**config.mk**
```make
export PLATFORM = sky130hd
export DESIGN_NAME = spse_cell
export DESIGN_NICKNAME = d
export VERILOG_FILES = /design/src/rtl/spse_pkg.sv /design/src/rtl/spse_cell.sv
export SDC_FILE = /design/constraint.sdc
export NUM_CORES = 1
export LEC_CHECK = 0
export ABC_CLOCK_PERIOD_IN_PS = 5600
export BUFFER_PORTS_ARGS = -buffer_cell sky130_fd_sc_hd__buf_2
export CAP_MARGIN = 20
export CELL_PAD_IN_SITES_DETAIL_PLACEMENT = 2
export CELL_PAD_IN_SITES_GLOBAL_PLACEMENT = 2
export CORE_UTILIZATION = 26
export CTS_BUF_LIST = sky130_fd_sc_hd__clkbuf_2 sky130_fd_sc_hd__clkbuf_4 sky130_fd_sc_hd__clkbuf_8
export DETAILED_ROUTE_END_ITERATION = 10
export PLACE_DENSITY_LB_ADDON = 0.1
export SETUP_SLACK_MARGIN = 0.1
export SKIP_CTS_REPAIR_TIMING = 1
export SYNTH_ARGS = -nofsm -noshare
export SYNTH_HDL_FRONTEND = slang
export SYNTH_SLANG_ARGS = --single-unit
```
**constraint.sdc**
```tcl
create_clock -name clk -period 5.6 [get_ports clk]
set_input_delay 0.84 -clock clk [delete_from_list [all_inputs] [get_ports clk]]
set_output_delay 0.84 -clock clk [all_outputs]
set_load 0.01 [all_outputs]
```
**src/rtl/spse_pkg.sv**
```systemverilog
// ----------------------------------------------------------------------------
// spse_pkg
// Shared constants and types of the sorted pool with successor extraction.
// ----------------------------------------------------------------------------
`default_nettype none

package spse_pkg;

  localparam int POOL_DEPTH = 64;
  localparam int CNT_W      = $clog2(POOL_DEPTH + 1);
  localparam int VAL_W      = 32;

  localparam logic ACT_LOAD  = 1'b0;
  localparam logic ACT_QUERY = 1'b1;

  typedef enum logic [2:0] {
    ST_LOADED   = 3'd0,
    ST_BEAT     = 3'd1,
    ST_FALLBACK = 3'd2,
    ST_EMPTY    = 3'd3,
    ST_FULL     = 3'd4
  } status_t;

  typedef struct packed {
    logic                    load;
    logic                    query;
    logic                    any_gt;
    logic signed [VAL_W-1:0] key;
  } cell_ctrl_t;

endpackage

`default_nettype wire

```
**src/rtl/spse_cell.sv**
```systemverilog
// ----------------------------------------------------------------------------
// spse_cell
// One slot of the sorted pool: compares its entry against the key and moves
// entries one slot up on insert or one slot down on removal.
// ----------------------------------------------------------------------------
`default_nettype none

module spse_cell (
  input  logic                             clk,
  input  spse_pkg::cell_ctrl_t             ctrl,
  input  logic                             occ,
  input  logic                             gt_left,
  input  logic signed [spse_pkg::VAL_W-1:0] val_left,
  input  logic signed [spse_pkg::VAL_W-1:0] val_right,
  output logic                             gt,
  output logic signed [spse_pkg::VAL_W-1:0] val,
  output logic signed [spse_pkg::VAL_W-1:0] pick
);
  import spse_pkg::*;

  logic signed [VAL_W-1:0] val_r;
  logic signed [VAL_W-1:0] val_nxt;

  assign gt   = occ && (val_r > ctrl.key);
  assign val  = val_r;
  assign pick = (gt && !gt_left) ? val_r : '0;

  always_comb begin
    val_nxt = val_r;
    if (ctrl.load) begin
      if (gt_left) begin
        val_nxt = val_left;
      end else if (gt || !occ) begin
        val_nxt = ctrl.key;
      end
    end else if (ctrl.query) begin
      if (!ctrl.any_gt || gt) begin
        val_nxt = val_right;
      end
    end
  end

  always_ff @(posedge clk) begin
    val_r <= val_nxt;
  end

endmodule

`default_nettype wire

```
==> results.json <==
{
  "status": "finished, final reports clean",
  "p_comb_share_pct": 43.6,
  "synth_fa_ha_area_share_pct": 12.3,
  "die_w_um": 114,
  "arrival_ns": 3.42,
  "whs_path_depth": 3,
  "die_y_um": 114,
  "tightest_slew_ns": 0.944,
  "drt_first_pass_iters": 4,
  "synthToLayoutAreaGrowth_pct": 32.7,
  "route.detailed.drc": 0,
  "seqPwrFrac_pct": 37.1,
  "insertion_delay_ns": 0.28,
  "path_cells": "buf_2 > inv_1 > ha_1 > buf_4 > a21oi_2 > o221ai_2 > nor3_4 > buf_12 > a21oi_1 > buf_2",
  "synth_top_family_by_area": "compound AO/OA/AOI/OAI gates",
  "place.detailed.hpwl_mm": 9.23,
  "syn_area_um2": 3240,
  "cp.depth": 10,
  "vdd_ir_drop_max_uv": 99.6,
  "synth_xor_area_share_pct": 0,
  "hold_slack_ns": 0.877,
  "maxCapViolCount": 0,
  "power_frac_clock_pct": 19.2,
  "wl_per_cell_um": 17.8,
  "grt_max_degree": 66,
  "critPathBufInv": 5,
  "drv_slew": 0,
  "sw_frac_of_total_pct": 40.2,
  "finalClockSkew_ns": 0.00853,
  "clock_sinks": 32,
  "async_flop_share_pct": 0,
  "synthSimpleGateAreaFrac_pct": 9.06,
  "syn_avg_cell_area_um2": 9.32,
  "synthCells": 348,
  "cpPeakStageDelay_ns": 0.67,
  "nNetsFinal": 631,
  "cp.required_ns": 4.76,
  "fmax_mhz": 235,
  "yosys.area.top_type": "edfxtp_1",
  "yosysSeqAreaShare_pct": 29.6,
  "drive_gt1_share_pct": 45.4,
  "rows": 40,
  "cts_tree": "built",
  "antenna_found_initial": 0,
  "timing.final.crit_period_ns": 4.26,
  "post_drt_via_cell_ratio": 4.96,
  "hold_viol": 0,
  "htree_levels": 2,
  "grt_pass1_vias": 3475,
  "diodes": 0,
  "cts_buffers": 5,
  "rsz0062_at_grt": "false",
  "fin_crit_sh_pct": 76.1,
  "io_buffers": 166,
  "final_antenna_net_count": 0,
  "place_congestion": 0.727,
  "hold_start": "val_right[3]",
  "largest_reg_flops": 32,
  "tns_ns": 0,
  "r2r-end": "val[28]",
  "initial_core_util_pct": 26.8,
  "root_buffer": "clkbuf_8",
  "path_delay_family": "buffers and inverters",
  "reg2reg_from": "val[31]",
  "intPower_uw": 554,
  "path_clk_slew_ns": 0.08,
  "reg2reg_slack_ns": 1.96,
  "setup_viol": 0,
  "synth_edf_count": 32,
  "overflow": 0,
  "yosys-mux-area-fraction_pct": 10.2,
  "endpoint_kind": "primary output",
  "critical_path_class": "in -> out",
  "synth_compound_area_share_pct": 29.8,
  "yosysUniqueCellTypes": 38,
  "min_path_type": "in -> reg",
  "start_kind": "input pin",
  "synth_top_area_share_pct": 29.6,
  "power.switching_uw": 372,
  "leakage_uw": 0.00204,
  "ys_top_cells_by_area": "edfxtp_1, ha_1, mux2i_1, a21oi_2, o2111ai_1",
  "yosys_warnings": 0,
  "r2r_cells": 7,
  "ys_seq_elements": 32,
  "track_usage_pct": 18.5,
  "max_slew_margin_pct": 36.9,
  "crit_slowest_cell": "nor3_4",
  "cts_buffer_depth": 2,
  "coreArea_um2": 12100,
  "power_density_nw_per_um2": 215,
  "crit_fanout": 24,
  "ios": 167,
  "holdPathEnd": "val[3]",
  "crit_path_frequent_cell": "buf_2",
  "wl_mm": 11.8,
  "via_count": 3303,
  "ys.flop_type": "edfxtp_1",
  "grt_pass1_wl_mm": 18.5,
  "syn-num-nets": 482,
  "drtIter0Drc": 48,
  "die_area_um2": 12900
}
## layout make-up
class	count	area (um2)
fillers	1411	7810
clock inverters	3	13.8
inverters	34	128
well taps	168	210
repair buffers	173	896
clock buffers	5	68.8
multi-input cells	251	2030
flip-flops and latches	32	961
## metal layers
layer	share of wire, %	GRT usage [%]
met4	1.1	3.51
met1	44	23.2
met5	0	0
met2	50	33.1
met3	4.6	3.56
## worst max path at each step
stage / startpoint / to / slack (ns)
6_report: ctrl[31] / pick[31] / 1.34
5_1_grt: ctrl[31] / pick[31] / 1.20
4_1_cts: ctrl[31] / pick[31] / 1.33
3_5_place_dp: ctrl[31] / pick[31] / 1.35
3_3_place_gp: ctrl[31] / pick[31] / 1.37
2_1_floorplan: ctrl[27] / val[0] / 0.77
## synthesized netlist by cell type, types with 3 or more instances
cell type and n:
a21oi_1 47, a21oi_2 32, buf_2 10, buf_4 3, buf_6 3, clkbuf_1 14
edfxtp_1 32, ha_1 32, inv_1 34, mux2i_1 33, nand2_1 5, nand4_1 6
nor2_1 34, o2111ai_1 32
## worst min-delay path: cells and delay by family
| family | cells | cell delay [ns] |
|---|---|---|
| AO/OA/AOI/OAI | 1 | 0.10 |
| buffers and inverters | 1 | 0.08 |
| AND/OR/NAND/NOR | 1 | 0.03 |
## placed cells by master, fill, tap and decap left out
cell type and instances:
a2111oi_2 1, a211oi_1 1, a211oi_4 1, a21boi_0 1, a21boi_4 1, a21o_1 2, a21oi_1 47, a21oi_2 32
a22o_2 1, buf_12 1, buf_2 166, buf_4 6, clkbuf_8 5, clkinv_1 1, clkinv_2 2, edfxtp_1 32
ha_1 32, inv_1 34, mux2i_1 33, nand2_1 5, nand2_2 1, nand3_1 2, nand4_1 6, nand4_2 2
nor2_1 34, nor2b_4 2, nor3_1 1, nor3_4 1, nor4_1 2, nor4_4 1, o2111ai_1 32, o211ai_1 1
o211ai_2 1, o21a_1 2, o21ai_0 2, o21ai_1 1, o221ai_2 1, o22ai_1 1, o41ai_4 1
## power groups by stage
stage | clock network [uW] | registers, uW | logic [uW]
floorplan | 0 | 357 | 227
global placement | 0 | 349 | 395
detailed placement | 0 | 349 | 410
CTS | 187 | 345 | 412
global route | 197 | 349 | 445
finish | 178 | 344 | 404
## cell families after synthesis
| family | after synthesis |
|---|---|
| buf+inv | 65 |
| simple gates | 57 |
| mux | 33 |
| compound gates | 129 |
| fa+ha+maj | 32 |
| flops | 32 |
## stage by stage
step	instance area, um2	power, uW	utilization (%)	worst slack, ns	cells
2_1_floorplan	3240	585	-	0.765	348
3_3_place_gp	4220	744	34.9	1.37	658
5_1_grt	4300	991	35.5	1.20	666
4_1_cts	4300	944	35.5	1.33	666
3_5_place_dp	4220	759	34.9	1.35	658
6_report	4300	925	35.5	1.34	666
Power figures use the tool's default switching activity.
